===== src/design/tda_pkg.sv =====
`timescale 1ns / 1ps
// Shared constants, register indexes and controller state codes for the
// three-axis decimating averager. No dependencies.
package tda_pkg;

  localparam int WINDOW_MAX  = 16;
  localparam int SAMPLE_BITS = 12;

  // history pointer and window/hop register widths
  localparam int PTR_BITS   = $clog2(WINDOW_MAX);
  localparam int LEN_BITS   = 5;
  localparam int SUM_BITS   = SAMPLE_BITS + $clog2(WINDOW_MAX);
  localparam int STEP_BITS  = $clog2(SUM_BITS);

  // configuration port
  localparam int CFG_INDEX_BITS = 2;
  localparam logic [CFG_INDEX_BITS-1:0] CFG_WINDOW_LEN = CFG_INDEX_BITS'(0);
  localparam logic [CFG_INDEX_BITS-1:0] CFG_HOP_LEN    = CFG_INDEX_BITS'(1);

  localparam logic [LEN_BITS-1:0] WINDOW_LEN_RESET = LEN_BITS'(4);
  localparam logic [LEN_BITS-1:0] HOP_LEN_RESET    = LEN_BITS'(2);

  typedef enum logic [4:0] {
    ST_IDLE  = 5'b00001,
    ST_SUM   = 5'b00010,
    ST_DRAIN = 5'b00100,
    ST_DIV   = 5'b01000,
    ST_DONE  = 5'b10000
  } state_t;

  typedef struct packed {
    logic [SAMPLE_BITS-1:0] x;
    logic [SAMPLE_BITS-1:0] y;
    logic [SAMPLE_BITS-1:0] z;
  } entry_t;

endpackage


===== src/design/three_axis_decimating_averager.sv =====
`timescale 1ns / 1ps
// Three-axis decimating averager. A tick that completes a hop runs through accept in ST_IDLE,
// window reads in ST_SUM (one memory read per cycle), ST_DRAIN, 16 divider steps in ST_DIV and
// the result load in ST_DONE, which waits while the result is stalled. The next request is taken
// once the block is back in ST_IDLE. Ticks that complete no hop only advance the hop count.
// Sync reset clears history valid bits, pointer, hop count and registers. Uses tda_pkg.
module three_axis_decimating_averager (
  input  logic                                clk,
  input  logic                                rst,
  input  logic                                sample_valid,
  output logic                                sample_stall,
  input  logic [tda_pkg::SAMPLE_BITS-1:0]     sample_x,
  input  logic [tda_pkg::SAMPLE_BITS-1:0]     sample_y,
  input  logic [tda_pkg::SAMPLE_BITS-1:0]     sample_z,
  output logic                                mean_valid,
  input  logic                                mean_stall,
  output logic [tda_pkg::SAMPLE_BITS-1:0]     mean_x,
  output logic [tda_pkg::SAMPLE_BITS-1:0]     mean_y,
  output logic [tda_pkg::SAMPLE_BITS-1:0]     mean_z,
  input  logic                                cfg_valid,
  output logic                                cfg_ready,
  input  logic [tda_pkg::CFG_INDEX_BITS-1:0]  cfg_index,
  input  logic [tda_pkg::LEN_BITS-1:0]        cfg_data
);

  localparam int SB = tda_pkg::SAMPLE_BITS;
  localparam int LB = tda_pkg::LEN_BITS;
  localparam int PB = tda_pkg::PTR_BITS;
  localparam int UB = tda_pkg::SUM_BITS;
  localparam int KB = tda_pkg::STEP_BITS;

  tda_pkg::state_t state;

  logic [LB-1:0] window_len;
  logic [LB-1:0] hop_len;
  logic [LB-1:0] win_eff;
  logic [LB-1:0] hop_eff;
  logic [LB-1:0] win_lat;

  logic [PB-1:0] write_position;
  logic [PB-1:0] hop_count;
  logic [LB-1:0] hop_count_next;
  logic [PB-1:0] rd_ptr;
  logic [LB-1:0] rd_left;
  logic          rd_live;
  logic          rd_ok;
  logic [KB-1:0] div_cnt;

  tda_pkg::entry_t mem [tda_pkg::WINDOW_MAX];
  logic [tda_pkg::WINDOW_MAX-1:0] vld;
  tda_pkg::entry_t rd_q;

  logic [UB-1:0] sum_x, sum_y, sum_z;
  logic [LB-1:0] rem_x, rem_y, rem_z;
  logic [LB:0]   trial_x, trial_y, trial_z;
  logic          qb_x, qb_y, qb_z;

  logic accept;
  logic out_free;

  assign cfg_ready    = 1'b1;
  assign sample_stall = (state != tda_pkg::ST_IDLE);
  assign accept       = sample_valid && !sample_stall;
  assign out_free     = !mean_valid || !mean_stall;

  // clamp window to 1..WINDOW_MAX, hop to 1..window
  always_comb begin
    if (window_len == '0) begin
      win_eff = LB'(1);
    end else if (window_len > LB'(tda_pkg::WINDOW_MAX)) begin
      win_eff = LB'(tda_pkg::WINDOW_MAX);
    end else begin
      win_eff = window_len;
    end
    if (hop_len == '0) begin
      hop_eff = LB'(1);
    end else if (hop_len > win_eff) begin
      hop_eff = win_eff;
    end else begin
      hop_eff = hop_len;
    end
  end

  assign hop_count_next = LB'(hop_count) + LB'(1);

  // restoring divider step, one quotient bit per axis per cycle
  assign trial_x = {rem_x, sum_x[UB-1]};
  assign trial_y = {rem_y, sum_y[UB-1]};
  assign trial_z = {rem_z, sum_z[UB-1]};
  assign qb_x    = (trial_x >= {1'b0, win_lat});
  assign qb_y    = (trial_y >= {1'b0, win_lat});
  assign qb_z    = (trial_z >= {1'b0, win_lat});

  // config registers
  always_ff @(posedge clk) begin
    if (rst) begin
      window_len <= tda_pkg::WINDOW_LEN_RESET;
      hop_len    <= tda_pkg::HOP_LEN_RESET;
    end else if (cfg_valid && cfg_ready) begin
      case (cfg_index)
        tda_pkg::CFG_WINDOW_LEN: window_len <= cfg_data;
        tda_pkg::CFG_HOP_LEN:    hop_len    <= cfg_data;
        default: ;
      endcase
    end
  end

  // history memory, one write port and one registered read port
  always_ff @(posedge clk) begin
    if (accept) begin
      mem[write_position] <= '{x: sample_x, y: sample_y, z: sample_z};
    end
    rd_q <= mem[rd_ptr];
  end

  always_ff @(posedge clk) begin
    if (rst) begin
      vld <= '0;
    end else if (accept) begin
      vld[write_position] <= 1'b1;
    end
  end

  // control
  always_ff @(posedge clk) begin
    if (rst) begin
      state          <= tda_pkg::ST_IDLE;
      write_position <= '0;
      hop_count      <= '0;
      rd_live        <= 1'b0;
      rd_left        <= '0;
      rd_ptr         <= '0;
      div_cnt        <= '0;
      mean_valid     <= 1'b0;
    end else begin
      if (mean_valid && !mean_stall && state != tda_pkg::ST_DONE) begin
        mean_valid <= 1'b0;
      end
      rd_live <= (state == tda_pkg::ST_SUM);
      case (state)
        tda_pkg::ST_IDLE: begin
          if (accept) begin
            write_position <= write_position + PB'(1);
            if (hop_count_next < hop_eff) begin
              hop_count <= hop_count_next[PB-1:0];
            end else begin
              hop_count <= '0;
              rd_ptr    <= write_position;  // newest sample first
              rd_left   <= win_eff;
              state     <= tda_pkg::ST_SUM;
            end
          end
        end
        tda_pkg::ST_SUM: begin
          rd_ptr  <= rd_ptr - PB'(1);
          rd_left <= rd_left - LB'(1);
          if (rd_left == LB'(1)) begin
            state <= tda_pkg::ST_DRAIN;
          end
        end
        tda_pkg::ST_DRAIN: begin
          div_cnt <= KB'(UB - 1);
          state   <= tda_pkg::ST_DIV;
        end
        tda_pkg::ST_DIV: begin
          div_cnt <= div_cnt - KB'(1);
          if (div_cnt == '0) begin
            state <= tda_pkg::ST_DONE;
          end
        end
        tda_pkg::ST_DONE: begin
          if (out_free) begin
            mean_valid <= 1'b1;
            state      <= tda_pkg::ST_IDLE;
          end
        end
        default: state <= tda_pkg::ST_IDLE;
      endcase
    end
  end

  // datapath: window sums, divider, result register
  always_ff @(posedge clk) begin
    rd_ok <= vld[rd_ptr];
    if (accept) begin
      win_lat <= win_eff;
      sum_x   <= '0;
      sum_y   <= '0;
      sum_z   <= '0;
    end else if (rd_live) begin
      if (rd_ok) begin
        sum_x <= sum_x + UB'(rd_q.x);
        sum_y <= sum_y + UB'(rd_q.y);
        sum_z <= sum_z + UB'(rd_q.z);
      end
    end else if (state == tda_pkg::ST_DIV) begin
      // sums shift out the dividend and collect the quotient
      sum_x <= {sum_x[UB-2:0], qb_x};
      sum_y <= {sum_y[UB-2:0], qb_y};
      sum_z <= {sum_z[UB-2:0], qb_z};
    end

    if (state == tda_pkg::ST_DRAIN) begin
      rem_x <= '0;
      rem_y <= '0;
      rem_z <= '0;
    end else if (state == tda_pkg::ST_DIV) begin
      rem_x <= qb_x ? LB'(trial_x - {1'b0, win_lat}) : trial_x[LB-1:0];
      rem_y <= qb_y ? LB'(trial_y - {1'b0, win_lat}) : trial_y[LB-1:0];
      rem_z <= qb_z ? LB'(trial_z - {1'b0, win_lat}) : trial_z[LB-1:0];
    end

    if (state == tda_pkg::ST_DONE && out_free) begin
      mean_x <= sum_x[SB-1:0];
      mean_y <= sum_y[SB-1:0];
      mean_z <= sum_z[SB-1:0];
    end
  end

endmodule


===== config.mk =====
export PLATFORM = sky130hd
export DESIGN_NAME = three_axis_decimating_averager
export DESIGN_NICKNAME = d
export VERILOG_FILES = /design/src/design/tda_pkg.sv /design/src/design/three_axis_decimating_averager.sv
export SDC_FILE = /design/constraint.sdc
export NUM_CORES = 1
export LEC_CHECK = 0
export ABC_AREA = 1
export ABC_CLOCK_PERIOD_IN_PS = 4500
export BUFFER_PORTS_ARGS = -buffer_cell sky130_fd_sc_hd__buf_2
export CAP_MARGIN = 20
export CORE_UTILIZATION = 45
export DETAILED_ROUTE_END_ITERATION = 12
export PLACE_DENSITY = 0.69
export SLEW_MARGIN = 10
export SYNTH_ARGS = -nofsm -noshare
export SYNTH_HDL_FRONTEND = slang
export SYNTH_SLANG_ARGS = --single-unit

===== constraint.sdc =====
create_clock -name clk -period 4.5 [get_ports clk]
set_clock_uncertainty 0.1 [all_clocks]
set_input_delay 0.45 -clock clk [delete_from_list [all_inputs] [get_ports clk]]
set_output_delay 0.45 -clock clk [all_outputs]
set_load 0.02 [all_outputs]

## Yosys cells after proc, flatten, opt, wreduce, memory -nomap -nowiden

Memories as Yosys holds them, arrays and structs flattened. A register that Yosys moved wholly into a read port is not among the register bits.
Cells that the tools add are included.

| storage, ports and cells | value |
|---|---|
| latch bits | 0 |
| RAM bits | 576 |
| register bits after elaboration | 159 |
| memories kept | 1 |
| output and inout bits | 39 |
| logic and storage cells | 120 |
| input port bits | 48 |
| ROM bits | 0 |

| cells by class | value |
|---|---|
| multiply operators | 0 |
| equality and inequality tests | 15 |
| bitwise gates (word level) | 1 |
| magnitude comparators | 9 |
| add/sub/neg operators | 11 |
| reduce and logical (&&, ||, !) cells | 22 |
| divide/modulo/power cells | 0 |
| shifts and indexed selects | 0 |
| multiplexer cells | 39 |

Memory list:

| name | words | bits a word | read ports | clocked after Yosys merged registers in | wr ports | line | RTL |
|---|---|---|---|---|---|---|---|
| mem | 16 | 36 | 1 | 1 | 1 | three_axis_decimating_averager.sv:49 | `tda_pkg::entry_t mem [tda_pkg::WINDOW_MAX];` |

Operators with widths:

| cell | count |
|---|---|
| 16-bit two-way mux | 9 |
| 5-bit two-way mux | 14 |
| 16-bit by 12-bit adder with 16-bit output | 3 |
| 5-bit case mux with 5 select lines | 1 |
| 6-bit by 5-bit >= comparator with 1-bit output | 3 |
| 16-bit bitwise OR | 1 |
| 4-bit case mux with 2 select lines | 2 |
| 5-bit subtractor | 3 |
| 4-bit two-way mux | 3 |
| 5-bit by 1-bit == test with 1-bit output, second input constant | 2 |
| 5-bit logical NOT | 2 |
| 4-bit by 5-bit < comparator with 1-bit output, second input constant | 2 |
| 5-bit case mux with 2 select lines | 1 |
| 2-bit inequality test, second input constant | 4 |
| 2-bit AND reduction | 4 |
| 4-bit by 1-bit subtractor with 4-bit output, second input constant | 2 |
| 1-bit two-way mux | 7 |
| 2-bit nonzero test | 3 |
| 4-bit by 1-bit adder with 5-bit output, second input constant | 1 |
| 5-bit by 2-bit == test with 1-bit output, second input constant | 1 |
| 5-bit by 3-bit == test with 1-bit output, second input constant | 1 |
| 5-bit by 4-bit == test with 1-bit output, second input constant | 1 |
| 5-bit == test, second input constant | 1 |
| 5-bit > comparator | 1 |
| other kinds (18) | 25 |

## Longest topological paths before layout

| depth | value |
|---|---|
| depth in word-level cells | 10 |
| depth in mapped cells | 26 |

## Worst setup path after synthesis

OpenSTA, ideal clock, no wires.

| timing | value |
|---|---|
| path kind | reg2reg |
| start point | register state[2] |
| end point | memory mem[11][0] in the netlist's numbering, enable pin |
| library setup time | 0.431 ns |
| path slack | 1.253 ns |
| arrival | 2.717 ns |
| required time | 3.969 ns |
| cell stages (with the launch flop) | 8 |
| cell sequence | dfxtp_1 -> nor2_2 -> nand2_2 -> nor3_4 -> inv_2 -> nor2_8 -> nand3_1 -> nor2_1 |

| on the way | value |
|---|---|
| cells in the longest elaborated chain, start to end | 5 |

RTL lines:

| item | line | RTL |
|---|---|---|
| start, declared | three_axis_decimating_averager.sv:32 | `tda_pkg::state_t state;` |
| start signal, assigned | three_axis_decimating_averager.sv:127 | `state <= tda_pkg::ST_IDLE;` |
| start signal, assigned | three_axis_decimating_averager.sv:150 | `state <= tda_pkg::ST_SUM;` |
| start signal, assigned | three_axis_decimating_averager.sv:158 | `state <= tda_pkg::ST_DRAIN;` |
| 5-bit by 1-bit inequality test with 1-bit output | three_axis_decimating_averager.sv:62 | `assign sample_stall = (state != tda_pkg::ST_IDLE);` |
| net sample_stall | three_axis_decimating_averager.sv:11 | `output logic sample_stall,` |
| 1-bit logical NOT | three_axis_decimating_averager.sv:63 | `assign accept = sample_valid && !sample_stall;` |
| 1-bit logical AND | three_axis_decimating_averager.sv:63 |  |
| 1-bit two-way mux | three_axis_decimating_averager.sv:110 | `if (accept) begin` |
| 1-bit two-way mux (not written as such) | three_axis_decimating_averager.sv:111 | `mem[write_position] <= '{x: sample_x, y: sample_y, z: sample_z};` |
| end, declared | three_axis_decimating_averager.sv:49 |  |

The timed path passes the listed nets, and every way through them passes these cells.

## Final worst setup path

| timing | value |
|---|---|
| start point | register window_len[0] |
| end point | register rd_left[2] |

| on the way | value |
|---|---|
| cells in the longest elaborated chain, start to end | 9 |
| elaborated cells on any way between the ends | 13 |
| classes of those cells | order compare: 3; eq/ne: 1; mux: 7; reduce/logical: 2 |

RTL lines:

| item | line | RTL |
|---|---|---|
| start, declared | three_axis_decimating_averager.sv:34 | `logic [LB-1:0] window_len;` |
| start signal, assigned | three_axis_decimating_averager.sv:97 | `window_len <= tda_pkg::WINDOW_LEN_RESET;` |
| start signal, assigned | three_axis_decimating_averager.sv:101 | `tda_pkg::CFG_WINDOW_LEN: window_len <= cfg_data;` |
| 5-bit > comparator | three_axis_decimating_averager.sv:70 | `end else if (window_len > LB'(tda_pkg::WINDOW_MAX)) begin` |
| 5-bit two-way mux | three_axis_decimating_averager.sv:70 |  |
| 5-bit two-way mux (*) | three_axis_decimating_averager.sv:68 | `if (window_len == '0) begin` |
| net win_eff[2] | three_axis_decimating_averager.sv:36 | `logic [LB-1:0] win_eff;` |
| 5-bit > comparator | three_axis_decimating_averager.sv:77 | `end else if (hop_len > win_eff) begin` |
| 5-bit two-way mux | three_axis_decimating_averager.sv:77 |  |
| 5-bit two-way mux | three_axis_decimating_averager.sv:75 | `if (hop_len == '0) begin` |
| 5-bit < comparator | three_axis_decimating_averager.sv:144 | `if (hop_count_next < hop_eff) begin` |
| 2-bit inequality test (no line) | -- |  |
| 3-bit AND reduction (no line) | -- |  |
| end signal, assigned | three_axis_decimating_averager.sv:149 | `rd_left <= win_eff;` |
| end signal, assigned | three_axis_decimating_averager.sv:156 | `rd_left <= rd_left - LB'(1);` |
| end, declared | three_axis_decimating_averager.sv:44 | `logic [LB-1:0] rd_left;` |

Mark *: on every way through the listed nets, which the timed path passes. The rest lies on a longest branch. The select of a mux whose other input is x is not followed.
A chain may end at the register's enable or synchronous reset.

==> flow_metrics.py <==
metrics = {
    "route": {
        "totalWireLength_um": 78910,
        "ant_nets": 0,
        "routedWlPerCell_um": 20.72,
        "route.detailed.drc": 0,
        "drt_iter0_markers": 2137,
        "routed_via_density": 5.760,
        "drt_pass1_iterations": 7,
        "vias": 21940,
    },
    "cells_and_area": {
        "drive_above_1_share_pct": 10.68,
        "fillerInstances": 5874,
        "area_growth_pct": 13.27,
        "final_nets": 2921,
        "multiInputGateArea_mm2": 0.009414,
        "regArea_mm2": 0.02162,
    },
    "run": {
        "drv_cap": 0,
    },
    "logic_synthesis": {
        "yosysMostFrequentCell": "edfxtp_1",
        "synth_xor_area_share_pct": 1.039,
        "ys_top_cells_by_area": "edfxtp_1 58%, dfxtp_1 9.6%, o21ai_0 6.3%",
        "synth_top_family_by_area": "compound AO/OA/AOI/OAI gates",
        "muxShareOfSynthArea_pct": 0,
        "synth_warnings": 0,
        "syn_inst": 2743,
        "synth_ff_type": "edfxtp_1",
        "synthArstFlopShare_pct": 0,
        "yosys.area_share.simple_pct": 10.35,
        "synth.top_cells.by_count": "617 x edfxtp_1, 405 x nor2_1, 402 x o21ai_0",
        "yosysUniqueCellTypes": 55,
        "ys_ff_latch": 771,
        "synth-edff-count": 617,
        "syn_avg_cell_area_um2": 11.68,
        "synthAdderAreaFrac_pct": 3.070,
        "synth_top_area_share_pct": 57.84,
        "ys_seq_area_share_pct": 67.46,
        "syn_area_mm2": 0.03203,
        "syn-num-nets": 2866,
        "synth_compound_area_share_pct": 14.52,
        "synth_top_area_cell": "edfxtp_1",
    },
    "power": {
        "ir_drop_v": 0.0004387,
        "power_leakage_nw": 12.81,
        "power.density_mw_per_mm2": 582.0,
        "power_w": 0.02112,
    },
    "clock_network": {
        "ctsLongestPathBuffers": 3,
        "root_buffer": "clkbuf_16",
        "cts-htree-levels": 3,
        "cts_resized": 0,
        "cts_sinks": 771,
        "numCtsBuffers": 81,
        "clk_pin_slew_ns": 0.06,
        "clk_latency_ns": 0.65,
        "tritoncts": "done",
    },
    "grt": {
        "grt_use_total_pct": 21.93,
        "grt_max_degree": 189,
        "overflow": 0,
        "first_global_vias": 21180,
        "grt_pass1_wl_um": 121000,
        "antenna_found_initial": 8,
    },
    "min_path": {
        "holdCritPathClass": "input port to flop",
        "hp-start": "cfg_index[1]",
    },
    "timing": {
        "rsz0062_at_grt": "no",
        "setup_ws_ns": 0.8375,
        "relSlewSlack_pct": 33.98,
        "fmax_ghz": 0.2730,
        "fin_tns_setup_ns": 0,
        "tightest_slew_ns": 0.9880,
        "slew_viol_final": 0,
        "timing.hold.ws_ns": 0.06306,
        "fin_crit_ns": 3.662,
        "post-route-period-util_pct": 81.39,
        "setup_violations": 0,
        "hold_violations": 0,
    },
    "placed_design": {
        "pre_cts_slack_ns": 0.8759,
        "portBuffers": 85,
        "gp_congestion": 0.8817,
        "dpl.hpwl_um": 44590,
    },
    "floorplan": {
        "die_area_mm2": 0.07226,
        "pin_count": 87,
        "initial_core_util_pct": 45.59,
        "rows": 97,
        "die_x_um": 268.8,
        "core_area_mm2": 0.07027,
        "die_h_um": 268.8,
    },
    "worst_setup_path": {
        "cp_slowest_stage_delay_ns": 0.32,
        "arrival_ns": 4.09,
        "cp-end-kind": "flop",
        "worstReg2RegStart": "window_len[0]",
        "cp_num_buf_inv": 3,
        "path_delay_family": "simple AND/OR/NAND/NOR gates",
        "worstPathMaxFanout": 9,
        "startpoint_type": "flop",
        "critPathLaunch": "window_len[0]",
        "critical_path_class": "flop to flop",
        "required_ns": 4.92,
        "cpMaxStageDelayCell": "dfxtp_1",
    },
    "run_status": {
        "status": "finished clean",
    },
}
## flip-flops by register name (all words and copies together) (netlist names), 12 cells and up
| register | count |
|---|---|
| sum_z | 16 |
| mean_z | 12 |
| sum_x | 16 |
| mem | 576 |
| sum_y | 16 |
| rd_q | 36 |
| vld | 16 |
| mean_y | 12 |
| mean_x | 12 |
## cell type report
class | count | share of cell area [%]
Tap cell | 940 | 3.241
Antenna cell | 4 | 0.02759
Inverter | 126 | 1.328
Multi-Input combinational cell | 1690 | 25.94
Clock buffer | 110 | 6.055
Timing Repair Buffer | 128 | 2.503
Sequential cell | 771 | 59.59
Clock inverter | 40 | 1.310
## per-layer routing
layer / part of all wire (%) / track usage [%]
met5: 0.044 / 0
met4: 2.7 / 7.893
met3: 7.9 / 3.635
met2: 47 / 35.33
met1: 42 / 29.98
## kinds of logic after synthesis
group / count (synthesis)
buffers and inverters: 282
XOR/XNOR: 38
AO/OA/AOI/OAI: 789
adder cells (fa/ha/maj): 75
other: 1
flip-flops: 771
AND/OR/NAND/NOR: 787
## power by group
| group | switching (W) | internal, W |
|---|---|---|
| Clock | 0.00283 | 0.00378 |
| Sequential | 0.000588 | 0.00823 |
| Combinational | 0.00396 | 0.00173 |
| Total | 0.00738 | 0.0137 |
## stage by stage
| step | std cells | util, % | instance area, um2 |
|---|---|---|---|
| after floorplan | 2743 | - | 32030 |
| after global placement | 3648 | 47.70 | 33520 |
| after detailed placement | 3648 | 47.70 | 33520 |
| after CTS | 3804 | 51.58 | 36250 |
| after global routing | 3808 | 51.63 | 36280 |
| final | 3809 | 51.64 | 36290 |
## final timing paths
path / end / slack (ns) / cells after the start
hold / removal: hop_len[1] / 0.06 / 4
setup reg to reg: rd_left[2] / 0.84 / 25
setup / recovery: rd_left[2] / 0.84 / 25
hold reg to reg: vld[14] / 0.36 / 1
## cell usage in the layout, fill, tap and decap left out, types with 85 or more instances in the layout
cell type  netlist  routed
a21oi_1        136     136
buf_2           28      85
dfxtp_1        154     150
edfxtp_1       617     617
inv_1          117     113
nand2_1        227     227
nand3_1         95      95
nor2_1         405     388
o21ai_0        402     402
o221ai_1       120     120
## tightest hold or removal path, stage by stage
cell and delay [ns]:
buf_2 0.09, nor2_1 0.06, nand2_1 0.07, nand3_1 0.07
## what timing repair did
action                    4_1_cts  5_1_grt
hold endpoints to repair        7        0
hold buffers                    6        0
setup buffers                   0        0
(Power assumes the default switching activity.)
